**src/hw/rtl/tbf_pkg.sv**
```systemverilog
// Shared types and codes for the three-reader broadcast FIFO.
package tbf_pkg;

    localparam int DATA_W   = 32;
    localparam int THR_W    = 4;
    localparam int MARK_W   = 3;
    localparam int APB_AW   = 3;
    localparam int APB_DW   = 32;

    localparam logic [THR_W-1:0] THR_RESET = 4'd3;

    // Register index carried in paddr[2]
    localparam logic REG_THRESHOLD = 1'b0;

    localparam logic CMD_WRITE = 1'b0;
    localparam logic CMD_READ  = 1'b1;

    localparam logic [1:0] ST_DONE = 2'd0;
    localparam logic [1:0] ST_FULL = 2'd1;
    localparam logic [1:0] ST_FEW  = 2'd2;
    localparam logic [1:0] ST_SEEN = 2'd3;

    localparam logic [MARK_W-1:0] MARKS_ALL = 3'b111;

    typedef struct packed {
        logic               cmd;
        logic [1:0]         reader_id;
        logic signed [31:0] write_value;
    } in_item_t;

    typedef struct packed {
        logic [1:0]         status;
        logic signed [31:0] read_data;
        logic               head_removed;
    } out_item_t;

endpackage

```
**src/hw/rtl/three_reader_broadcast_fifo.sv**
```systemverilog
// Three-reader broadcast FIFO top level: register port, control and store.
// Results are registered: valid in the cycle after the request is accepted.
// Throughput: one request per cycle unless an untaken result stalls; the head value
// is prefetched from the store's registered read port so each read completes
// in a single pass. Reset: pointers, occupancy, read marks and output valid
// clear at once and the threshold returns to 3; store contents are not cleared.
module three_reader_broadcast_fifo
    import tbf_pkg::*;
#(
    parameter int DEPTH = 16
)
(
    input  logic              clk,
    input  logic              rst_n,
    input  logic              in_valid,
    output logic              in_ready,
    input  in_item_t          in_item,
    output logic              out_valid,
    input  logic              out_ready,
    output out_item_t         out_item,
    input  logic              psel,
    input  logic              penable,
    input  logic              pwrite,
    input  logic [APB_AW-1:0] paddr,
    input  logic [APB_DW-1:0] pwdata,
    output logic [APB_DW-1:0] prdata,
    output logic              pready
);

    localparam int PTR_W = $clog2(DEPTH);

    logic [THR_W-1:0]  thr_reg, thr_next;
    logic              cfg_wr;
    logic              st_wr_en;
    logic [PTR_W-1:0]  st_wr_addr;
    logic [DATA_W-1:0] st_wr_data;
    logic [PTR_W-1:0]  st_rd_addr;
    logic [DATA_W-1:0] st_rd_data;

    assign pready = 1'b1;
    assign cfg_wr = psel && penable && pwrite && pready;

    always_comb
    begin
        thr_next = thr_reg;
        if (cfg_wr && (paddr[2] == REG_THRESHOLD))
        begin
            thr_next = pwdata[THR_W-1:0];
        end
    end

    always_ff @(posedge clk or negedge rst_n)
    begin
        if (!rst_n)
        begin
            thr_reg <= THR_RESET;
        end
        else
        begin
            thr_reg <= thr_next;
        end
    end

    assign prdata = (paddr[2] == REG_THRESHOLD) ? APB_DW'(thr_reg) : '0;

    tbf_ctrl #(
        .DEPTH (DEPTH)
    ) u_ctrl (
        .clk        (clk),
        .rst_n      (rst_n),
        .in_valid   (in_valid),
        .in_ready   (in_ready),
        .in_item    (in_item),
        .out_valid  (out_valid),
        .out_ready  (out_ready),
        .out_item   (out_item),
        .threshold  (thr_reg),
        .st_wr_en   (st_wr_en),
        .st_wr_addr (st_wr_addr),
        .st_wr_data (st_wr_data),
        .st_rd_addr (st_rd_addr),
        .st_rd_data (st_rd_data)
    );

    tbf_store #(
        .DEPTH (DEPTH)
    ) u_store (
        .clk     (clk),
        .wr_en   (st_wr_en),
        .wr_addr (st_wr_addr),
        .wr_data (st_wr_data),
        .rd_addr (st_rd_addr),
        .rd_data (st_rd_data)
    );

    a_accept_gives_result: assert property (@(posedge clk) disable iff (!rst_n)
        (in_valid && in_ready) |=> out_valid)
        else $error("accepted request produced no result");

    a_pop_only_on_done: assert property (@(posedge clk) disable iff (!rst_n)
        (out_valid && out_item.head_removed) |-> (out_item.status == ST_DONE))
        else $error("head removed on a refused request");

    a_refusal_no_data: assert property (@(posedge clk) disable iff (!rst_n)
        (out_valid && (out_item.status != ST_DONE)) |->
            ((out_item.read_data == '0) && !out_item.head_removed))
        else $error("refused request carries data");

    a_ready_when_empty: assert property (@(posedge clk) disable iff (!rst_n)
        !out_valid |-> in_ready)
        else $error("input stalled with empty result register");

endmodule

```
**src/hw/rtl/tbf_store.sv**
```systemverilog
// Entry store: one write port, head prefetch read port with registered data.
module tbf_store
    import tbf_pkg::*;
#(
    parameter int DEPTH = 16
)
(
    input  logic                       clk,
    input  logic                       wr_en,
    input  logic [$clog2(DEPTH)-1:0]   wr_addr,
    input  logic [DATA_W-1:0]          wr_data,
    input  logic [$clog2(DEPTH)-1:0]   rd_addr,
    output logic [DATA_W-1:0]          rd_data
);

    logic [DATA_W-1:0] mem [DEPTH];
    logic [DATA_W-1:0] rd_data_reg;

    always_ff @(posedge clk)
    begin
        if (wr_en)
        begin
            mem[wr_addr] <= wr_data;
        end
    end

    // Forward a write that lands on the entry being fetched
    always_ff @(posedge clk)
    begin
        if (wr_en && (wr_addr == rd_addr))
        begin
            rd_data_reg <= wr_data;
        end
        else
        begin
            rd_data_reg <= mem[rd_addr];
        end
    end

    assign rd_data = rd_data_reg;

endmodule

```
**src/hw/rtl/tbf_ctrl.sv**
```systemverilog
// Request decode, pointer, occupancy and read-mark control with result register.
module tbf_ctrl
    import tbf_pkg::*;
#(
    parameter int DEPTH = 16
)
(
    input  logic                       clk,
    input  logic                       rst_n,
    input  logic                       in_valid,
    output logic                       in_ready,
    input  in_item_t                   in_item,
    output logic                       out_valid,
    input  logic                       out_ready,
    output out_item_t                  out_item,
    input  logic [THR_W-1:0]           threshold,
    output logic                       st_wr_en,
    output logic [$clog2(DEPTH)-1:0]   st_wr_addr,
    output logic [DATA_W-1:0]          st_wr_data,
    output logic [$clog2(DEPTH)-1:0]   st_rd_addr,
    input  logic [DATA_W-1:0]          st_rd_data
);

    localparam int PTR_W = $clog2(DEPTH);
    localparam int CNT_W = $clog2(DEPTH + 1);
    localparam int CMP_W = (CNT_W > THR_W) ? CNT_W : THR_W;
    localparam logic [PTR_W-1:0] PTR_LAST = PTR_W'(DEPTH - 1);
    localparam logic [CNT_W-1:0] CNT_FULL = CNT_W'(DEPTH);

    logic [PTR_W-1:0]  head_reg, head_next;
    logic [PTR_W-1:0]  tail_reg, tail_next;
    logic [CNT_W-1:0]  count_reg, count_next;
    logic [MARK_W-1:0] marks_reg, marks_next;
    logic              out_valid_reg, out_valid_next;
    out_item_t         out_item_reg, out_item_next;

    logic              fire;
    logic [MARK_W-1:0] reader_bit;
    logic [MARK_W-1:0] marks_set;
    logic              full;
    logic              readable;
    logic              do_write;

    assign in_ready = !out_valid_reg || out_ready;
    assign fire     = in_valid && in_ready;

    always_comb
    begin
        case (in_item.reader_id)
            2'd0:    reader_bit = 3'b001;
            2'd1:    reader_bit = 3'b010;
            2'd2:    reader_bit = 3'b100;
            default: reader_bit = 3'b000;
        endcase
    end

    assign full      = (count_reg == CNT_FULL);
    assign readable  = CMP_W'(count_reg) > CMP_W'(threshold);
    assign marks_set = marks_reg | reader_bit;

    always_comb
    begin
        head_next      = head_reg;
        tail_next      = tail_reg;
        count_next     = count_reg;
        marks_next     = marks_reg;
        do_write       = 1'b0;
        out_item_next  = out_item_reg;
        out_valid_next = out_valid_reg;

        if (out_ready)
        begin
            out_valid_next = 1'b0;
        end

        if (fire)
        begin
            out_valid_next             = 1'b1;
            out_item_next.status       = ST_DONE;
            out_item_next.read_data    = '0;
            out_item_next.head_removed = 1'b0;

            if (in_item.cmd == CMD_WRITE)
            begin
                if (full)
                begin
                    out_item_next.status = ST_FULL;
                end
                else
                begin
                    do_write   = 1'b1;
                    tail_next  = (tail_reg == PTR_LAST) ? '0 : tail_reg + 1'b1;
                    count_next = count_reg + 1'b1;
                end
            end
            else
            begin
                // Mark test first, then occupancy against the threshold
                if ((reader_bit == '0) || ((marks_reg & reader_bit) != '0))
                begin
                    out_item_next.status = ST_SEEN;
                end
                else if (!readable)
                begin
                    out_item_next.status = ST_FEW;
                end
                else
                begin
                    out_item_next.read_data = st_rd_data;
                    if (marks_set == MARKS_ALL)
                    begin
                        head_next  = (head_reg == PTR_LAST) ? '0 : head_reg + 1'b1;
                        count_next = count_next - 1'b1;
                        marks_next = '0;
                        out_item_next.head_removed = 1'b1;
                    end
                    else
                    begin
                        marks_next = marks_set;
                    end
                end
            end
        end
    end

    always_ff @(posedge clk or negedge rst_n)
    begin
        if (!rst_n)
        begin
            head_reg      <= '0;
            tail_reg      <= '0;
            count_reg     <= '0;
            marks_reg     <= '0;
            out_valid_reg <= 1'b0;
        end
        else
        begin
            head_reg      <= head_next;
            tail_reg      <= tail_next;
            count_reg     <= count_next;
            marks_reg     <= marks_next;
            out_valid_reg <= out_valid_next;
        end
    end

    always_ff @(posedge clk)
    begin
        out_item_reg <= out_item_next;
    end

    assign st_wr_en   = do_write;
    assign st_wr_addr = tail_reg;
    assign st_wr_data = in_item.write_value;
    // Fetch the head that will hold after this edge
    assign st_rd_addr = head_next;

    assign out_valid = out_valid_reg;
    assign out_item  = out_item_reg;

endmodule
```
**config.mk**
```make
export PLATFORM = sky130hd
export DESIGN_NAME = three_reader_broadcast_fifo
export DESIGN_NICKNAME = d
export VERILOG_FILES = /design/src/hw/rtl/tbf_pkg.sv /design/src/hw/rtl/three_reader_broadcast_fifo.sv /design/src/hw/rtl/tbf_store.sv /design/src/hw/rtl/tbf_ctrl.sv
export SDC_FILE = /design/constraint.sdc
export NUM_CORES = 1
export LEC_CHECK = 0
export BUFFER_PORTS_ARGS = -buffer_cell sky130_fd_sc_hd__buf_4
export CORE_UTILIZATION = 40
export CTS_CLUSTER_DIAMETER = 50
export DETAILED_ROUTE_END_ITERATION = 8
export PLACE_DENSITY = 0.57
export SYNTH_ARGS = -nofsm -noshare
export SYNTH_HDL_FRONTEND = slang
export SYNTH_SLANG_ARGS = --single-unit
```
**constraint.sdc**
```tcl
create_clock -name clk -period 10.9 [get_ports clk]
set_input_delay 0.545 -clock clk [delete_from_list [all_inputs] [get_ports clk]]
set_output_delay 0.545 -clock clk [all_outputs]
set_load 0.02 [all_outputs]
```
# Yosys cells after proc, flatten, opt, wreduce, memory -nomap -nowiden
# Memory sizes are Yosys's and may differ from the RTL's. A register that Yosys moved wholly into a read port is not among the register bits.
# Index checks and enable logic that the tools add are counted.
classes:
  addsub: 4
  magnitude_cmp: 1
  n_eq_ne: 10
  mux: 27
  bitwise_logic: 7
  n_reduce_logical: 15
op_table:
  columns: ["cell", "n"]
  rows:
  - ["4-bit two-way mux", 8]
  - ["5-bit two-way mux", 5]
  - ["1-bit two-way mux", 9]
  - ["3-bit one-hot mux with 3 select lines", 1]
  - ["4-bit by 1-bit adder with 4-bit output (second input constant)", 2]
  - ["4-bit equality test (second input constant)", 2]
  - ["2-bit two-way mux", 3]
  - ["5-bit by 1-bit adder with 5-bit output (second input constant)", 1]
  - ["5-bit equality test (second input constant)", 1]
  - ["5-bit by 4-bit greater-than comparator with 1-bit output", 1]
  - ["1-bit NOT", 5]
  - ["5-bit AND reduction", 1]
  - ["5-bit by 1-bit subtractor with 5-bit output (second input constant)", 1]
  - ["1-bit logical AND", 4]
  - ["2-bit by 1-bit != test with 1-bit output (second input constant)", 2]
  - ["2-bit != test (second input constant)", 2]
  - ["4-bit AND reduction", 1]
  - ["3-bit AND", 1]
  - ["3-bit equality test (second input constant)", 1]
  - ["3-bit logical NOT", 1]
  - ["3-bit two-way mux", 1]
  - ["3-bit OR", 1]
  - ["3-bit AND reduction", 1]
  - ["3-bit nonzero test", 1]
  - ["7 further kinds", 8]
totals:
  ff_bits: 56
  ramBits: 512
  input_bits: 77
  output_inout_bits: 70
  word_cells: 74
  memories: 1
memory_table:
  columns: ["memory", "words", "word_bits", "read_ports", "rd_ports_with_merged_regs", "wr", "line", "text"]
  rows:
  - ["u_store.mem", 16, 32, 1, 1, 1, "tbf_store.sv:16", "logic [DATA_W-1:0] mem [DEPTH];"]

# Longest topological paths before layout
# Gate-level depths: netlist of the first run.
logic_depth:
  depth_word: 9
  depth_mapped: 8
  mapped_depth_nobuf: 7

# Hierarchy
# A second synthesis of the first run with hierarchy kept.
hier_totals:
  hier_cells: 1067
  hier_area_um2: 22356.4
modules_own_cells:
  columns: ["module", "n_inst", "cells_each", "area_each_um2", "seq_area_each_um2"]
  rows:
  - ["tbf_store", 1, 810, 19274.7, 15454.8]
  - ["tbf_ctrl", 1, 213, 2650.0, 1476.4]
  - ["three_reader_broadcast_fifo", 1, 44, 431.7, 102.6]

# Worst setup path before layout of the first run
# Ideal clock, no wire load.
synth_timing:
  path_kind: "input -> register"
  start: "in out_ready"
  end: "mem u_store.mem[2][0] (enable)"
  setup_time_ns: 0.461
  arrival_time_ns: 3.774
  t_required_ns: 10.439
  path_slack_ns: 6.665
  cell_stages: 6
  path_cell_list: "nand2b_1 nand2_1 nor3b_1 clkbuf_1 nand2_1 nor3_1"
synth_between:
  elab_chain_len: 5
synth_lines:
  columns: ["item", "line", "text"]
  rows:
  - ["start: declaration", "three_reader_broadcast_fifo.sv:19", "input logic out_ready,"]
  - ["1-bit logical OR", "tbf_ctrl.sv:44", "assign in_ready = !out_valid_reg || out_ready;"]
  - ["1-bit logical AND", "tbf_ctrl.sv:45", "assign fire = in_valid && in_ready;"]
  - ["1-bit two-way mux", "tbf_ctrl.sv:76", "if (fire)"]
  - ["1-bit two-way mux", "tbf_store.sv:21", "if (wr_en)"]
  - ["1-bit two-way mux (not written as such)", "tbf_store.sv:23", "mem[wr_addr] <= wr_data;"]
  - ["end: declaration", "tbf_store.sv:16", null]
# No other way between the ends.

==> flow_summary.toml, run 1 <==
[power]
combPwrFrac_pct = 13.6
p_clk_share_pct = 39.7
power.switching_w = 0.00134
power_switching_share_pct = 23.9
ir_drop_v = 0.000118
leakagePower_nw = 8.31
p_int_w = 0.00427
p_seq_share_pct = 46.7
powerDensity_mw_per_mm2 = 214

[min_path]
hp-class = "in2reg"

[detailed_routing]
vias = 10366
wl_per_cell_um = 23.5
viasPerCell = 5.24
drt_iter0_markers = 749
dr.pass1.iters = 4
drt-total-wl_um = 46600
ant_nets = 0
route.detailed.drc = 0

[clocking]
clock_path_buffers = 3
post-cts-setup-buffers = 0
hold_buffers = 1
cts_made_buffers = 67
insertion_delay_ns = 0.58
ctsResizeCount = 0
clock-sinks = 572
tritoncts = "built"
cts-root-buf = "clkbuf_16"
clk_pin_slew_ns = 0.05
htree_levels = 3

[final_layout]
layout-drive-gt1-share_pct = 30.3
n_fill_cell = 4603
syn2layout_area_growth_pct = 16.8
final_cell_mix = "547 x edfxtp_1, 128 x mux4_2, 114 x buf_4"
largest_reg_flops = 512
diodes = 0
mostFrequentLayoutCell = "edfxtp_1"
fin_util_pct = 47.3
num-nets-final = 1270

[floorplan]
die_area_mm2 = 0.0569
row_count = 86
ios = 147
die_x_um = 238
initial_core_util_pct = 40.5
core_mm2 = 0.0552
dieHeight_um = 238

[setup_path]
crit_type = "reg2reg"
worstSetupEndpointType = "flop"
worstPathRequired_ns = 11.17
path_max_fanout = 49
start_kind = "flop"
r2r_cells = 5
reg2reg_slack_ns = 7.46
crit_end = "u_ctrl.out_item[30]$_SDFFCE_PP0P_"
critPathArrivalTime_ns = 3.71
r2r-end = "u_ctrl.out_item[30]$_SDFFCE_PP0P_"

[global_routing]
grt_pass1_vias = 10842
grt_usage_pct = 16.9
antenna_found_initial = 1
grt_pass1_wl_um = 69600
grt_overflow = 0
grt_max_degree = 70

[logic_synthesis]
netlist_instances = 1053
yosys_warnings = 0
synth-main-ff-cell = "edfxtp_1"
synth_seq_cells = 572
synthesis.area_mm2 = 0.0224
async_flop_share_pct = 3.67
synth_cell_types = 48
syn_avg_cell_area_um2 = 21.2
ys_seq_area_share_pct = 76.2
synth_edf_count = 547

[sta]
slew_headroom_pct = 30.9
fmax_mhz = 290
hold_viol = 0
slew_viol_final = 0
worstMarginPinSlew_ns = 1.04
setup_tns_ns = 0
rsz0062_at_grt = "no"
setup_viol = 0
min_period_ns = 3.44
fin_crit_sh_pct = 31.6
finClkSkew_ns = 0.0116

[placed_design]
portBuffers = 87
dp.final_hpwl_um = 23400
gp_congestion = 0.720

[run]
max-cap-violations = 0

[run_status]
outcome = "completed"
-- Yosys cell counts, drive strengths merged, types with 6 or more instances --
| library cell | n | area (um2) |
|---|---|---|
| nand3 | 8 | 40.0 |
| edfxtp | 547 | 16400 |
| mux2 | 8 | 97.6 |
| nor3 | 6 | 30.0 |
| mux2i | 35 | 350 |
| nor2 | 23 | 86.3 |
| nand2 | 13 | 48.8 |
| inv | 14 | 52.6 |
| mux4 | 128 | 2880 |
| clkbuf | 30 | 113 |
| ha | 12 | 150 |
| dfrtp | 19 | 475 |
| a211oi | 65 | 488 |
| nor2b | 34 | 213 |
| buf | 54 | 377 |
-- power groups by stage --
stage | clock [W] | combinational [W] | sequential [W]
6_report | 0.00223 | 0.000760 | 0.00262
5_1_grt | 0.00236 | 0.000833 | 0.00263
4_1_cts | 0.00228 | 0.000781 | 0.00262
3_5_place_dp | 0 | 0.000779 | 0.00266
3_3_place_gp | 0 | 0.000770 | 0.00266
2_1_floorplan | 0 | 0.000618 | 0.00262
-- layout make-up --
cell class	instances	area, um2	area share (%)
Clock inverter	34	335	1.28
Clock buffer	87	1880	7.19
Multi-Input combinational cell	410	5000	19.2
Tap cell	748	936	3.58
Sequential cell	572	17000	65.3
Timing Repair Buffer	115	866	3.31
Inverter	14	52.6	0.201
-- worst min-delay path by stage --
stage	start	to	slack, ns	cells after the start
6_report	in_valid	u_ctrl.out_valid$_DFFE_PN0P_	0.18	2
3_3_place_gp	rst_n	u_ctrl.out_valid$_DFFE_PN0P_	0.46	1
3_5_place_dp	rst_n	thr_reg[3]$_DFFE_PN0P_	0.46	1
4_1_cts	in_valid	u_ctrl.out_valid$_DFFE_PN0P_	0.15	2
5_1_grt	in_valid	u_ctrl.out_valid$_DFFE_PN0P_	0.16	2
2_1_floorplan	rst_n	thr_reg[2]$_DFFE_PN0P_	0.25	0
-- routing by layer --
| metal | track usage [%] | vias up | wire length, um |
|---|---|---|---|
| met3 | 3.09 | 73 | 1670 |
| met2 | 28.0 | 218 | 23200 |
| met1 | 22.8 | 5509 | 20800 |
| li1 | - | 4564 | - |
| met5 | 0 | - | 16 |
| met4 | 4.70 | 2 | 922 |
-- critical path: stages, from the launching register on --
cell and delay (ns):
dfxtp_4 0.92, buf_4 0.94, mux4_2 0.59, nor2b_1 0.14
a211oi_1 0.40, a211oi_1 0.11
-- metrics by stage --
stage	total power, W	hold WS (ns)	instances	instance area (um2)	setup slack, ns
global placement	0.00343	0.458	1858	23900	7.35
detailed placement	0.00344	0.460	1858	23900	7.34
finish	0.00560	0.182	1980	26100	7.46
CTS	0.00568	0.146	1980	26100	7.31
floorplan	0.00323	0.249	1080	22500	6.67
global route	0.00583	0.160	1980	26100	7.09
-- logic make-up after synthesis --
logic type / count (synthesis) / synth area share [%]
other: 2 / 0.0336
AND/OR/NAND/NOR: 101 / 2.50
XOR/XNOR: 5 / 0.196
buffers and inverters: 98 / 2.42
flip-flops: 572 / 76.2
AO/OA/AOI/OAI: 91 / 3.04
multiplexers: 171 / 14.9
adder cells (fa/ha/maj): 13 / 0.761
Power figures use the tool's default switching activity.
==> run 2, diff against run 1 <==
--- a/config.mk
+++ b/config.mk
@@ -5,11 +5,12 @@
 export SDC_FILE = /design/constraint.sdc
 export NUM_CORES = 1
 export LEC_CHECK = 0
+export ABC_AREA = 1
 export BUFFER_PORTS_ARGS = -buffer_cell sky130_fd_sc_hd__buf_4
 export CORE_UTILIZATION = 40
 export CTS_CLUSTER_DIAMETER = 50
 export DETAILED_ROUTE_END_ITERATION = 8
-export PLACE_DENSITY = 0.57
+export PLACE_DENSITY = 0.56
 export SYNTH_ARGS = -nofsm -noshare
 export SYNTH_HDL_FRONTEND = slang
 export SYNTH_SLANG_ARGS = --single-unit
==> constraint.sdc (replaced) <==
create_clock -name clk -period 3.3 [get_ports clk]
set_input_delay 0.165 -clock clk [delete_from_list [all_inputs] [get_ports clk]]
set_output_delay 0.165 -clock clk [all_outputs]
set_load 0.02 [all_outputs]
==> run 2 against run 1 <==
  * Critical path depth increased by 3
  * First-iteration DRC count increased by 55%
  * Clock power increased to 3.4 times the previous value
  * Critical path type unchanged
  * Critical endpoint is now u_store.mem[2][12]$_DFFE_PP_
  * Synthesized cell count increased by 80%
  * Combinational power increased to 4.3 times the previous value
  * Core utilization increased by 0.57 points
  * Sequential share of layout area decreased by 4.9 points
  * Setup slack got worse by 6.6 ns
  * Sequential power increased to 3.3 times the previous value
  * Non-clock buffer count increased by 63
  * Maximum frequency increased by 40%
  * Largest cell class unchanged
  * Routed wire length increased by 17%
==> flow_summary.toml, run 2 <==
[logic_synthesis]
synth-main-ff-cell = "edfxtp_1"
yosys_warnings = 0
async_flop_share_pct = 3.67
synth.most_common_cell = "edfxtp_1"
netlist_instances = 1895
syn_avg_cell_area_um2 = 12.6
ys_top_cells_by_count = "547 x edfxtp_1, 288 x inv_1, 209 x nand3_1"
synth_cell_types = 37
synth_seq_cells = 572
yosys.area.top_type = "edfxtp_1"
synth_edf_count = 547
synthesis.area_mm2 = 0.0239
synth_top_area_share_pct = 68.7
ys_seq_area_share_pct = 71.2
ys_top_cells_by_area = "edfxtp_1 69%, inv_1 4.5%, nand3_1 4.4%, o211ai_1 4.0%, nand2_1 2.8%"

[setup_path]
path_max_fanout = 21
start_kind = "flop"
critPathArrivalTime_ns = 2.74
worstSetupEndpointType = "flop"
worstPathRequired_ns = 3.59
crit_type = "reg2reg"

[final_layout]
final_cells = 2860
fin_util_pct = 47.9
layout-drive-gt1-share_pct = 15.8
num-nets-final = 2125
syn2layout_area_growth_pct = 18.2
final_cell_mix = "547 x edfxtp_1, 286 x inv_1, 209 x nand3_1"
mostFrequentLayoutCell = "edfxtp_1"
n_fill_cell = 5185
largest_reg_flops = 512

[global_routing]
grt_max_degree = 117
grt_pass1_wl_um = 82300
grt_usage_pct = 18.2
grt_pass1_vias = 13816
antenna_found_initial = 2
grt_overflow = 0

[sta]
fin_crit_sh_pct = 74.3
rsz0062_at_grt = "no"
setup_viol = 0
slew_headroom_pct = 29.2
finClkSkew_ns = 0.0220
worstMarginPinSlew_ns = 1.06
slew_viol_final = 0
fmax_mhz = 408
min_period_ns = 2.45
hold_viol = 0

[power]
combPwrFrac_pct = 16.8
p_seq_share_pct = 44.5
ir_drop_v = 0.000396
powerDensity_mw_per_mm2 = 685
power_switching_share_pct = 27.8
leakagePower_nw = 10.6
p_int_w = 0.0140
power.switching_w = 0.00539
p_clk_share_pct = 38.7

[detailed_routing]
dr.pass1.iters = 6
route.detailed.drc = 0
viasPerCell = 5.03
vias = 14393
drt-total-wl_um = 54500
drt_iter0_markers = 1161
wl_per_cell_um = 19.0
ant_nets = 0

[run_status]
outcome = "completed"

[placed_design]
portBuffers = 87
gp_congestion = 0.720
dp.final_hpwl_um = 28800
post-place-cells = 2690

[clocking]
post-cts-setup-buffers = 0
tritoncts = "built"
ctsResizeCount = 0
htree_levels = 3
cts-root-buf = "clkbuf_16"
cts_made_buffers = 70
clock-sinks = 572
clock_path_buffers = 3
insertion_delay_ns = 0.61
clk_pin_slew_ns = 0.05

[run]
max-cap-violations = 0

[floorplan]
initial_core_util_pct = 40.5
die_x_um = 247
row_count = 89
dieHeight_um = 247
die_area_mm2 = 0.0608
core_mm2 = 0.0590
ios = 147

[min_path]
hp-class = "in2reg"
[run 2: cell types whose count changed after synthesis, sizes merged, moves of 65 or more]
cell and delta:
o21ai +133, nand3 +202, a211oi -65, nand2 +168, a21oi +165, mux4 -128, inv +278, o211ai +126
[run 2: layout make-up]
type / instances / area [um2] / area share [%]
diodes: 1 / 2.50 / 0.00885
well taps: 773 / 967 / 3.42
multi-input cells: 921 / 5140 / 18.2
clock inverters: 37 / 359 / 1.27
inverters: 292 / 1100 / 3.88
flip-flops and latches: 572 / 17000 / 60.3
repair buffers: 178 / 1740 / 6.15
clock buffers: 86 / 1910 / 6.75
[run 2: routing by layer]
metal  track usage, %  share of wire (%)  up-vias
met5             1.06               0.18        -
met4             5.61                1.7        4
met3             3.25                5.2       68
met2             29.6                 48      371
met1             24.8                 45     7014
li1                 -                  -     6936
[run 2: worst max-delay path: stages (launching register included)]
cell and delay, ns:
dfrtp_1 0.38, nand2_1 0.12, nand2_1 0.18, inv_2 0.10, nand2_1 0.08, inv_1 0.20
nand2_1 0.28, nor2_4 0.49, buf_12 0.28
[run 2: final timing paths]
| path | to | slack (ns) | cells after the start | start |
|---|---|---|---|---|
| worst max-delay path | u_store.mem[2][12]$_DFFE_PP_ | 0.85 | 8 | u_ctrl.out_valid$_DFFE_PN0P_ |
| worst min-delay path | thr_reg[2]$_DFFE_PN0P_ | 0.05 | 3 | pwrite |
| worst max register to register | u_store.mem[2][12]$_DFFE_PP_ | 0.85 | 8 | u_ctrl.out_valid$_DFFE_PN0P_ |
| worst min register to register | u_ctrl.marks_reg[0]$_DFFE_PN0P_ | 0.52 | 2 | u_ctrl.marks_reg[0]$_DFFE_PN0P_ |
| max in group asynchronous | u_ctrl.marks_reg[2]$_DFFE_PN0P_ | 1.84 | 3 | rst_n |
| min in group asynchronous | thr_reg[1]$_DFFE_PN1P_ | 0.07 | 2 | rst_n |
[run 2: cells by family (layout without fill, tap and decap cells)]
kind of cell | after synthesis | count (layout) | share of synthesized area [%]
fa+ha+maj | 13 | 13 | 0.712
xor+xnor | 5 | 5 | 0.183
simple gates | 437 | 437 | 8.09
other cells | 2 | 30 | 0.0314
buf+inv | 429 | 593 | 8.20
compound gates | 437 | 437 | 11.6
flops | 572 | 572 | 71.2
[run 2: power groups by stage]
stage          clock (W)  combinational (W)  sequential [W]
4_1_cts          0.00768            0.00330         0.00863
2_1_floorplan          0            0.00228         0.00872
5_1_grt          0.00794            0.00364         0.00866
3_3_place_gp           0            0.00319         0.00876
6_report         0.00749            0.00325         0.00862
3_5_place_dp           0            0.00323         0.00877
[run 2: repair_timing]
item,4_1_cts,5_1_grt
hold buffers,46,0
hold endpoints to repair,541,0
setup endpoints to repair,0,0
[run 2: per-stage QoR]
step	instance area, um2	setup slack (ns)	setup TNS [ns]	total power [W]	hold slack [ns]
after global placement	25500	0.871	0	0.0119	0.0740
final	28300	0.847	0	0.0194	0.0496
after global routing	28300	0.657	0	0.0202	0.0575
after detailed placement	25500	0.833	0	0.0120	0.0799
after CTS	28300	0.809	0	0.0196	0.00988
after floorplan	24100	-0.271	-130.10	0.0110	-0.131
